==> src/rtl/clf_pkg.sv <==
`timescale 1ns / 1ps
// ----------------------------------------------------------------------------
// clf_pkg
// Shared types and constants of the content length framer: result word
// layout, result kinds, byte codes and the header name that is matched.
// ----------------------------------------------------------------------------
package clf_pkg;

	// result kinds
	localparam logic [1:0] KIND_BODY  = 2'd0;
	localparam logic [1:0] KIND_EMPTY = 2'd1;
	localparam logic [1:0] KIND_ERROR = 2'd2;

	// byte codes
	localparam logic [7:0] CHAR_CR    = 8'h0d;
	localparam logic [7:0] CHAR_LF    = 8'h0a;
	localparam logic [7:0] CHAR_COLON = 8'h3a;
	localparam logic [7:0] CHAR_SPACE = 8'h20;
	localparam logic [7:0] CHAR_ZERO  = 8'h30;
	localparam logic [7:0] CHAR_NINE  = 8'h39;

	// maximum body length register
	localparam int unsigned MAX_LEN_W = 24;
	localparam logic [MAX_LEN_W-1:0] MAX_LEN_RESET = 24'd1048576;

	// header name to match
	localparam logic [3:0] NAME_LEN = 4'd14;

	// one result word
	typedef struct packed {
		logic [1:0] kind;
		logic [7:0] body_byte;
		logic       last;
	} res_t;

	// character of the matched header name at a given position
	function automatic logic [7:0] key_char(input logic [3:0] idx);
		logic [7:0] c;
		case (idx)
			4'd0:    c = "C";
			4'd1:    c = "o";
			4'd2:    c = "n";
			4'd3:    c = "t";
			4'd4:    c = "e";
			4'd5:    c = "n";
			4'd6:    c = "t";
			4'd7:    c = "-";
			4'd8:    c = "L";
			4'd9:    c = "e";
			4'd10:   c = "n";
			4'd11:   c = "g";
			4'd12:   c = "t";
			4'd13:   c = "h";
			default: c = 8'h00;
		endcase
		return c;
	endfunction

endpackage

==> src/rtl/content_length_framer_unit.sv <==
`timescale 1ns / 1ps
// A word accepted is registered at the input stage and its result, if any, is
// registered in the result register when that register is free or drains.
// Throughput: one input word per cycle unless a stalled result holds stage 1;
// the state update for a byte fits between the input register and the result register.
// Reset: arst_n clears both stages, the parser state and sets max_len_q to
// 1048576; no clearing pass is needed.
// ----------------------------------------------------------------------------
// content_length_framer_unit
// Splits a framed byte stream into header and body; emits body bytes, empty
// message and length error results.
// ----------------------------------------------------------------------------
module content_length_framer_unit
	import clf_pkg::*;
#(
	parameter int unsigned LENGTH_BITS = 32
) (
	input  logic                 clk,
	input  logic                 arst_n,
	input  logic                 cfg_we,
	input  logic [MAX_LEN_W-1:0] cfg_wdata,
	input  logic                 byte_valid,
	output logic                 byte_stall,
	input  logic [7:0]           data_byte,
	output logic                 result_valid,
	input  logic                 result_stall,
	output logic [1:0]           kind,
	output logic [7:0]           body_byte,
	output logic                 last
);

	logic [MAX_LEN_W-1:0] max_len_q;
	logic                 valid_s1;
	logic [7:0]           byte_s1;
	logic                 advance;
	logic                 step;
	logic                 res_valid;
	res_t                 res;
	logic                 out_valid_q;
	res_t                 out_q;

	// configuration register
	always_ff @(posedge clk or negedge arst_n) begin
		if (!arst_n) begin
			max_len_q <= MAX_LEN_RESET;
		end else if (cfg_we) begin
			max_len_q <= cfg_wdata;
		end
	end

	// handshake: stage 1 moves on when the output register is free or drains
	assign advance    = !out_valid_q || !result_stall;
	assign step       = valid_s1 && advance;
	assign byte_stall = valid_s1 && !advance;

	// input register
	always_ff @(posedge clk or negedge arst_n) begin
		if (!arst_n) begin
			valid_s1 <= 1'b0;
		end else if (byte_valid && !byte_stall) begin
			valid_s1 <= 1'b1;
		end else if (advance) begin
			valid_s1 <= 1'b0;
		end
	end

	always_ff @(posedge clk) begin
		if (byte_valid && !byte_stall) begin
			byte_s1 <= data_byte;
		end
	end

	// header and body parser
	clf_parser #(
		.LENGTH_BITS(LENGTH_BITS)
	) u_parser (
		.clk       (clk),
		.arst_n    (arst_n),
		.step      (step),
		.data_byte (byte_s1),
		.max_len   (max_len_q),
		.res_valid (res_valid),
		.res       (res)
	);

	// result register
	always_ff @(posedge clk or negedge arst_n) begin
		if (!arst_n) begin
			out_valid_q <= 1'b0;
		end else if (advance) begin
			out_valid_q <= valid_s1 && res_valid;
		end
	end

	always_ff @(posedge clk) begin
		if (step && res_valid) begin
			out_q <= res;
		end
	end

	assign result_valid = out_valid_q;
	assign kind         = out_q.kind;
	assign body_byte    = out_q.body_byte;
	assign last         = out_q.last;

`ifndef NO_ASSERTIONS
	// the input only stalls behind a stalled result
	a_stall_cause: assert property (@(posedge clk) disable iff (!arst_n)
		byte_stall |-> (result_valid && result_stall))
		else $error("input stalled without a stalled result");

	// empty and error results always close a message
	a_close_last: assert property (@(posedge clk) disable iff (!arst_n)
		(result_valid && kind != KIND_BODY) |-> (last && body_byte == 8'h00))
		else $error("non-body result without last or with data");

	// only defined kinds appear
	a_kind_code: assert property (@(posedge clk) disable iff (!arst_n)
		result_valid |-> (kind == KIND_BODY || kind == KIND_EMPTY || kind == KIND_ERROR))
		else $error("undefined result kind");

	// a word held in stage 1 under stall is not lost
	a_hold_s1: assert property (@(posedge clk) disable iff (!arst_n)
		byte_stall |=> valid_s1)
		else $error("stage 1 word dropped under stall");
`endif

endmodule

==> src/rtl/clf_parser.sv <==
`timescale 1ns / 1ps
// ----------------------------------------------------------------------------
// clf_parser
// Header and body state machine. One byte is taken per step; the state is
// updated at that edge and the result word for the byte is given alongside.
// ----------------------------------------------------------------------------
module clf_parser
	import clf_pkg::*;
#(
	parameter int unsigned LENGTH_BITS = 32
) (
	input  logic                 clk,
	input  logic                 arst_n,
	input  logic                 step,
	input  logic [7:0]           data_byte,
	input  logic [MAX_LEN_W-1:0] max_len,
	output logic                 res_valid,
	output res_t                 res
);

	localparam int unsigned CMP_W = (LENGTH_BITS > MAX_LEN_W) ? LENGTH_BITS : MAX_LEN_W;
	localparam int unsigned EXT_W = LENGTH_BITS + 4;

	typedef enum logic [2:0] {
		PH_LINE_START,
		PH_BLANK_CR,
		PH_NAME,
		PH_VALUE,
		PH_IGNORE,
		PH_SKIP,
		PH_BODY
	} phase_t;

	phase_t                 phase_q, n_phase;
	logic [3:0]             cnt_q, n_cnt;
	logic                   match_q, n_match;
	logic                   dig_q, n_dig;
	logic [LENGTH_BITS-1:0] acc_q, n_acc;
	logic [LENGTH_BITS-1:0] rem_q, n_rem;

	logic                   is_eol;
	logic                   is_digit;
	logic [3:0]             digit;
	logic [EXT_W-1:0]       acc_ext;
	logic [EXT_W-1:0]       acc_next_ext;
	logic [LENGTH_BITS-1:0] acc_sat;
	logic                   too_long;
	logic [LENGTH_BITS-1:0] rem_dec;
	logic                   do_name;
	logic [3:0]             name_cnt;
	logic                   name_ok;

	// byte classes
	assign is_eol   = (data_byte == CHAR_CR) || (data_byte == CHAR_LF);
	assign is_digit = (data_byte >= CHAR_ZERO) && (data_byte <= CHAR_NINE);
	assign digit    = 4'(data_byte - CHAR_ZERO);

	// decimal accumulate, times ten by shift and add, saturating
	assign acc_ext      = EXT_W'(acc_q);
	assign acc_next_ext = (acc_ext << 3) + (acc_ext << 1) + EXT_W'(digit);
	assign acc_sat      = (|acc_next_ext[EXT_W-1:LENGTH_BITS]) ? '1
	                      : acc_next_ext[LENGTH_BITS-1:0];

	// length limit check and body countdown
	assign too_long = CMP_W'(acc_q) > CMP_W'(max_len);
	assign rem_dec  = rem_q - LENGTH_BITS'(1);

	// next state and result
	always_comb begin
		n_phase   = phase_q;
		n_cnt     = cnt_q;
		n_match   = match_q;
		n_dig     = dig_q;
		n_acc     = acc_q;
		n_rem     = rem_q;
		res_valid = 1'b0;
		res       = '0;
		do_name   = 1'b0;
		name_cnt  = cnt_q;
		name_ok   = match_q;

		case (phase_q)
			PH_LINE_START: begin
				name_cnt = 4'd0;
				name_ok  = 1'b1;
				n_cnt    = 4'd0;
				n_match  = 1'b1;
				if (data_byte == CHAR_CR) begin
					n_phase = PH_BLANK_CR;
				end else begin
					do_name = 1'b1;
				end
			end
			PH_BLANK_CR: begin
				if (data_byte == CHAR_LF) begin
					res_valid = 1'b1;
					res.last  = 1'b1;
					if (acc_q == '0) begin
						res.kind = KIND_EMPTY;
					end else if (too_long) begin
						res.kind = KIND_ERROR;
					end else begin
						res_valid = 1'b0;
						res.last  = 1'b0;
						n_rem     = acc_q;
						n_phase   = PH_BODY;
					end
					// end of message without body
					if (res_valid) begin
						n_phase = PH_LINE_START;
						n_cnt   = 4'd0;
						n_match = 1'b1;
						n_dig   = 1'b0;
						n_acc   = '0;
						n_rem   = '0;
					end
				end else begin
					// lone cr starts a name that cannot match
					name_ok = 1'b0;
					n_match = 1'b0;
					do_name = 1'b1;
				end
			end
			PH_NAME: begin
				do_name = 1'b1;
			end
			PH_VALUE: begin
				if (is_eol) begin
					n_phase = PH_SKIP;
				end else if (is_digit) begin
					n_acc = acc_sat;
					n_dig = 1'b1;
				end else if (!(data_byte == CHAR_SPACE && !dig_q)) begin
					n_phase = PH_IGNORE;
				end
			end
			PH_IGNORE: begin
				if (is_eol) begin
					n_phase = PH_SKIP;
				end
			end
			PH_SKIP: begin
				n_phase = PH_LINE_START;
			end
			PH_BODY: begin
				n_rem          = rem_dec;
				res_valid      = 1'b1;
				res.kind       = KIND_BODY;
				res.body_byte  = data_byte;
				if (rem_dec == '0) begin
					res.last = 1'b1;
					n_phase  = PH_LINE_START;
					n_cnt    = 4'd0;
					n_match  = 1'b1;
					n_dig    = 1'b0;
					n_acc    = '0;
				end
			end
			default: begin
				n_phase = PH_LINE_START;
				n_cnt   = 4'd0;
				n_match = 1'b1;
				n_dig   = 1'b0;
				n_acc   = '0;
				n_rem   = '0;
			end
		endcase

		// header name byte
		if (do_name) begin
			if (is_eol) begin
				n_phase = PH_SKIP;
			end else if (data_byte == CHAR_COLON) begin
				if (name_ok && name_cnt == NAME_LEN) begin
					n_acc   = '0;
					n_dig   = 1'b0;
					n_phase = PH_VALUE;
				end else begin
					n_phase = PH_IGNORE;
				end
			end else begin
				if (name_ok && name_cnt < NAME_LEN && data_byte == key_char(name_cnt)) begin
					n_cnt = name_cnt + 4'd1;
				end else begin
					n_match = 1'b0;
				end
				n_phase = PH_NAME;
			end
		end
	end

	// state registers
	always_ff @(posedge clk or negedge arst_n) begin
		if (!arst_n) begin
			phase_q <= PH_LINE_START;
			cnt_q   <= 4'd0;
			match_q <= 1'b1;
			dig_q   <= 1'b0;
			acc_q   <= '0;
			rem_q   <= '0;
		end else if (step) begin
			phase_q <= n_phase;
			cnt_q   <= n_cnt;
			match_q <= n_match;
			dig_q   <= n_dig;
			acc_q   <= n_acc;
			rem_q   <= n_rem;
		end
	end

endmodule
==> config.mk <==
export PLATFORM = sky130hd
export DESIGN_NAME = content_length_framer_unit
export DESIGN_NICKNAME = d
export VERILOG_FILES = /design/src/rtl/clf_pkg.sv /design/src/rtl/content_length_framer_unit.sv /design/src/rtl/clf_parser.sv
export SDC_FILE = /design/constraint.sdc
export NUM_CORES = 1
export LEC_CHECK = 0
export BUFFER_PORTS_ARGS = -buffer_cell sky130_fd_sc_hd__buf_4
export CORE_ASPECT_RATIO = 0.5
export CORE_MARGIN = 3
export CORE_UTILIZATION = 25
export CTS_CLUSTER_DIAMETER = 50
export CTS_CLUSTER_SIZE = 40
export DETAILED_ROUTE_END_ITERATION = 10
export GPL_ROUTABILITY_DRIVEN = 0
export PLACE_DENSITY_LB_ADDON = 0.2
export SYNTH_ARGS = -nofsm -noshare
export SYNTH_HDL_FRONTEND = slang
export SYNTH_SLANG_ARGS = --single-unit
==> constraint.sdc <==
create_clock -name clk -period 6.77 [get_ports clk]
set_clock_uncertainty 0.15 [all_clocks]
set_input_delay 0.677 -clock clk [delete_from_list [all_inputs] [get_ports clk]]
set_output_delay 0.677 -clock clk [all_outputs]
set_load 0.1 [all_outputs]
==> results of run 1 <==
worst max-delay path: stages, from the launching register on:
cell and delay, ps:
sky130_fd_sc_hd__edfxtp_1 520, sky130_fd_sc_hd__fa_1 620, sky130_fd_sc_hd__inv_1 70, sky130_fd_sc_hd__fa_1 440, sky130_fd_sc_hd__nand2b_1 180, sky130_fd_sc_hd__a21o_1 180, sky130_fd_sc_hd__a211o_1 300, sky130_fd_sc_hd__nand2_1 140
sky130_fd_sc_hd__a21boi_1 160, sky130_fd_sc_hd__o41ai_1 590, sky130_fd_sc_hd__mux2i_2 260, sky130_fd_sc_hd__buf_4 360, sky130_fd_sc_hd__nand3_1 120, sky130_fd_sc_hd__a22o_1 240
cells in the final DEF (no fill, tap or decap), drive strengths merged, types with 8 or more instances in the layout:
cell	synthesis	final
nand3	53	53
xnor2	23	23
o21ai	102	102
nor4	18	18
clkbuf	51	17
ha	95	95
or3	13	13
nor3	36	36
a211oi	10	10
nor2	75	75
a22oi	9	9
nand2b	8	8
xor2	24	24
a21o	27	27
inv	53	59
edfxtp	19	19
buf	7	56
nand4	23	23
nand2	96	96
o41ai	8	8
a22o	32	32
a21oi	68	68
and2	14	14
dfrtp	97	97
o21bai	9	9
worst paths after layout:
path                                         start                  to  depth (start not counted)
worst max-delay path                    byte_s1[3]  u_parser.acc_q[30]                         13
worst min-delay path                        arst_n   u_parser.cnt_q[0]                          1
worst max register to register          byte_s1[3]  u_parser.acc_q[30]                         13
worst min register to register  u_parser.rem_q[28]  u_parser.rem_q[28]                          2
max in group asynchronous                   arst_n       max_len_q[22]                          2
min in group clk                      data_byte[6]          byte_s1[6]                          1
logic make-up after synthesis:
group	after synthesis
AOI/OAI and AO/OA	340
xor gates and xnor gates	47
adders and majority gates	97
buffers and inverters	111
DFF	118
muxes	6
and+or+nand+nor	381
area by class of cell:
| class | instances | share of cell area |
|---|---|---|
| clock buffers | 17 | 0.0393 |
| multi-input cells | 871 | 0.551 |
| inverters | 53 | 0.0184 |
| well taps | 484 | 0.0559 |
| flip-flops and latches | 118 | 0.281 |
| repair buffers | 56 | 0.0388 |
| clock inverters | 15 | 0.0154 |
metrics by stage:
stage	total power [mW]	hold WS, ps	cell area (µm²)	cells
3_5_place_dp	2.47	344	10200	1582
3_3_place_gp	2.47	332	10200	1582
2_1_floorplan	2.12	231	9440	1100
5_1_grt	3.64	19.8	10800	1614
6_report	3.41	6.95	10800	1614
4_1_cts	3.43	14.1	10800	1614
layer usage:
metal  global-route usage  up-vias  routed length, µm
met5                    0        -                  0
met4               0.0436        0                546
met3               0.0268       41               1160
met2                0.234      196              12800
met1                0.203     4150              14500
li1                     -     4140                  -
state kept, by name (all words and copies together), names as in the netlist:
signal            cells
u_parser.match_q      1
result_valid          1
u_parser.acc_q       32
body_byte             8
max_len_q            24
last                  1
u_parser.dig_q        1
u_parser.rem_q       32
u_parser.cnt_q        4
u_parser.phase_q      3
byte_s1               8
kind                  2
valid_s1              1
power by group through the flow:
stage	logic [mW]	registers [mW]	clock network [mW]
global placement	1.45	1.02	0
CTS	1.46	1.01	0.960
floorplan	1.03	1.09	0
detailed placement	1.45	1.02	0
global route	1.61	1.03	0.997
finish	1.46	1.01	0.940
==> metrics, run 1 <==
run status=complete, no violations; post-cts repair resize count=0; period utilization=0.657; Die Span Y=143 µm; number of buffers added by the clock tree synthesis step=17; static power due to leakage=5.12 nW; peak fanout along the critical path=32; TritonCTS clock tree=built; full die area=40300 µm²; post-cts hold buffer count=0; count of cell types in the netlist=85; xor and xnor area share after synthesis=0.0444; Yosys top cell by area=sky130_fd_sc_hd__dfrtp_1; main flop type after synthesis=sky130_fd_sc_hd__dfrtp_1; Starting Density=0.258; largest cells by area after synthesis=sky130_fd_sc_hd__dfrtp_1 26%, sky130_fd_sc_hd__ha_1 13%, sky130_fd_sc_hd__edfxtp_1 6.0%; register-to-register setup slack=2320 ps; area of the multi-input gates=5970 µm²; compound-cell area share of the yosys netlist=0.241; fraction of layout instances using a drive strength above 1=0.109; simple-gate share of the synthesized area=0.208; TritonRoute pass-1 iters=5; slack of the critical path=2320 ps; Combinational Power Share=0.428; clk_lat worst skew=430 ps; post-detailed-placement half-perimeter wirelength=21300 µm; global-route wire length before repair=47000 µm; total of flip-flops plus latches after synthesis=118; combinational family with the most area after synthesis=compound AO/OA/AOI/OAI gates; footprint of the flip-flops and latches=3050 µm²; Nets=1251; maximum vdd drop=0.176 mV; WP data required=6940 ps; setup repair after global routing missed its margin=false; maximum capacitance violations=0; Worst Setup End Kind=flop; total power density per cell area=315 nW/µm²; count of final hold-check violations=0; max-slew headroom at the worst pin=0.274; detailed-route vias per instance=5.28; Starting DRT DRC Count=495; total overflow reported by the global router=0; Routed Wire Length=29000 µm; number of antenna repair diodes=0; highest achievable clock rate=225 MHz; share of total power in the clock network=0.276; vias in the first global route=8418; switching power=1.54 mW; share of the synthesized area in the top cell type=0.257; CTS sink cnt=118; class of the most critical setup path=reg2reg; Synth Warn #=0; worst hold path class=in2async; time the final worst path needs with I/O delays and setup=4450 ps; post-layout utilization of the core=0.297; post-detailed-route DRC marker count=0; Switching Share=0.453; antenna-violating nets left=0; top cell types by occurrence after synthesis=101 x sky130_fd_sc_hd__o21ai_0, 97 x sky130_fd_sc_hd__dfrtp_1, 96 x sky130_fd_sc_hd__nand2_1, 95 x sky130_fd_sc_hd__ha_1, 75 x sky130_fd_sc_hd__nor2_1; Setup WS pre-CTS=2330 ps; most used standard cell by instance count after synthesis=sky130_fd_sc_hd__o21ai_0; actual slew at the worst max-slew pin=1090 ps; number of buffers inserted to repair setup after CTS=0; share of synthesized area occupied by flip-flops and latches=0.323; antenna violations before repair=0; Placeable Area=36500 µm²; Post-Syn Nets=1234; final max-slew violation count=0; overall track demand over capacity in global routing=0.147; mux cell area share after synthesis=0.00676; vias after detailed routing=8527; maximum number of pins on one net before global-route repair=74; part of the power in registers=0.296; CP startpoint kind=flop; area delta synth->final=14.8%; number of fill cells=3860; site row count=49; Sum Neg Setup Slack=0 ps; Synth Cell Area=9440 µm²; number of placed I/O pins=50; root buffer selected by CTS=sky130_fd_sc_hd__clkbuf_16; worst path arrival time=4620 ps; internal power of the cells=1.87 mW; endpoints failing setup=0; synthesized area per cell=8.58 µm²; H-tree depth reported by CTS=4; post-synthesis adder-cell area fraction=0.130; per-cell routed wire length=18.0 µm; clock transition at the register clock pins on the worst setup and hold paths after CTS=60 ps; die width=281 µm; EDFF count, synth=19; clock tree buffer depth=2; fraction of registers with async set/reset=0.839; cell count after synthesis=1100; number of buffers inserted by port buffering=49
No activity file was read; power rests on OpenSTA's default activity.
==> inputs of run 2 (changes only) <==
clock period = 4.2 ns   (was 6.77 ns; I/O delays follow)
==> metrics, run 2 (synthesis gave the netlist of run 1 again) <==
period utilization=0.928; WP data required=4370 ps; post-detailed-route DRC marker count=0; clk_lat worst skew=430 ps; post-layout utilization of the core=0.307; critical register-to-register path startpoint=byte_s1[3]; largest stage delay on the critical path=600 ps; number of buffers inserted by port buffering=49; Starting DRT DRC Count=525; maximum capacitance violations=0; TritonRoute pass-1 iters=5; vias after detailed routing=8661; max-slew headroom at the worst pin=0.295; Setup WS pre-CTS=202 ps; actual slew at the worst max-slew pin=1050 ps; root buffer selected by CTS=sky130_fd_sc_hd__clkbuf_16; Routed Wire Length=29400 µm; TritonCTS clock tree=built; vias in the first global route=8521; antenna violations before repair=1; critical hold path startpoint=data_byte[4]; worst hold path class=in2reg; final worst hold slack=16.5 ps; number of buffers added by the clock tree synthesis step=17; Die Span Y=143 µm; Nets=1296; number of placed I/O pins=50; Worst path most repeated cell=sky130_fd_sc_hd__fa_1; register-to-register setup slack=300 ps; launching instance or port of the critical path=byte_s1[3]; largest registers in the final layout=u_parser.acc_q x32, u_parser.rem_q x32, max_len_q x24; static power due to leakage=5.35 nW; CTS sink cnt=118; number of buffers inserted to repair setup after CTS=0; time the final worst path needs with I/O delays and setup=3900 ps; slowest cell on the critical path=sky130_fd_sc_hd__fa_1; CP Buf/Inv Count=2; overall track demand over capacity in global routing=0.149; commonest non-fill, non-tap cells in the layout=101 x sky130_fd_sc_hd__o21ai_0, 98 x sky130_fd_sc_hd__buf_4, 97 x sky130_fd_sc_hd__dfrtp_1; antenna-violating nets left=0; run status=complete, no violations; clock tree buffer depth=2; slack of the critical path=303 ps; final max-slew violation count=0; detailed-route vias per instance=5.22; clock transition at the register clock pins on the worst setup and hold paths after CTS=70 ps; Starting Density=0.258; peak fanout along the critical path=17; endpoints failing setup=0; Sum Neg Setup Slack=0 ps; kind of cell with the highest combined delay on the critical path=compound AO/OA/AOI/OAI gates; post-detailed-placement half-perimeter wirelength=22000 µm; Design Power=5.63 mW; maximum vdd drop=0.295 mV; count of final hold-check violations=0; total overflow reported by the global router=0; Placeable Area=36500 µm²; setup repair after global routing missed its margin=false; most frequent standard cell in the layout excluding fill and tap cells=sky130_fd_sc_hd__o21ai_0; global-route wire length before repair=47800 µm; full die area=40300 µm²; Worst Setup End Kind=flop; maximum number of pins on one net before global-route repair=53; die width=281 µm; site row count=49; area delta synth->final=18.7%; CP startpoint kind=flop; number of antenna repair diodes=0; class of the most critical setup path=reg2reg; total power density per cell area=503 nW/µm²; worst path arrival time=4070 ps; fraction of layout instances using a drive strength above 1=0.140; highest achievable clock rate=257 MHz; per-cell routed wire length=17.7 µm; H-tree depth reported by CTS=4; cells traversed along the worst timing path=fa_1 -> inv_1 -> fa_1 -> nand2b_1 -> a21o_1 -> a211o_1 -> nand2_1 -> a21boi_1 -> o41ai_2 -> mux2i_2 -> buf_4 -> nand3_1 -> a22o_1
## run 2: worst paths after layout
path | endpoint | cells after the start
setup / recovery | u_parser.acc_q[6] | 13
hold / removal | byte_s1[4] | 1
setup reg to reg | u_parser.acc_q[6] | 13
hold reg to reg | u_parser.rem_q[31] | 1
max in group asynchronous | max_len_q[20] | 3
min in group asynchronous | u_parser.phase_q[2] | 2
## run 2: through the flow
step | std cells | cell area [µm²]
after global placement | 1624 | 10600
after CTS | 1658 | 11200
after floorplan | 1100 | 9440
after global routing | 1659 | 11200
after detailed placement | 1624 | 10600
final | 1659 | 11200
## run 2: repair_timing
| item | 4_1_cts | 5_1_grt |
|---|---|---|
| endpoints found under the hold margin | 50 | 1 |
| endpoints found under the setup margin | 0 | 31 |
| hold buffers | 2 | 1 |
| gates resized for setup | 0 | 1 |
## run 2: routing by layer
metal  up-vias  part of all wire  track usage
met3        30             0.045       0.0274
li1       4226                 -            -
met5         -           0.00044            0
met2       194              0.44        0.232
met1      4209              0.50        0.213
met4         2             0.016       0.0376
## run 2: power by group
group	switching [mW]	internal, mW	total [mW]	leakage [nW]
clock network	0.580	0.987	1.57	0.290
registers	0.216	1.38	1.59	1.50
logic	1.66	0.816	2.47	3.57
## run 2: cell type report
class                   count  area (µm²)
fillers                  3803       25300
multi-input cells         871        5980
flip-flops and latches    118        3050
repair buffers            101         766
well taps                 484         606
clock buffers              18         429
inverters                  53         199
clock inverters            14         183
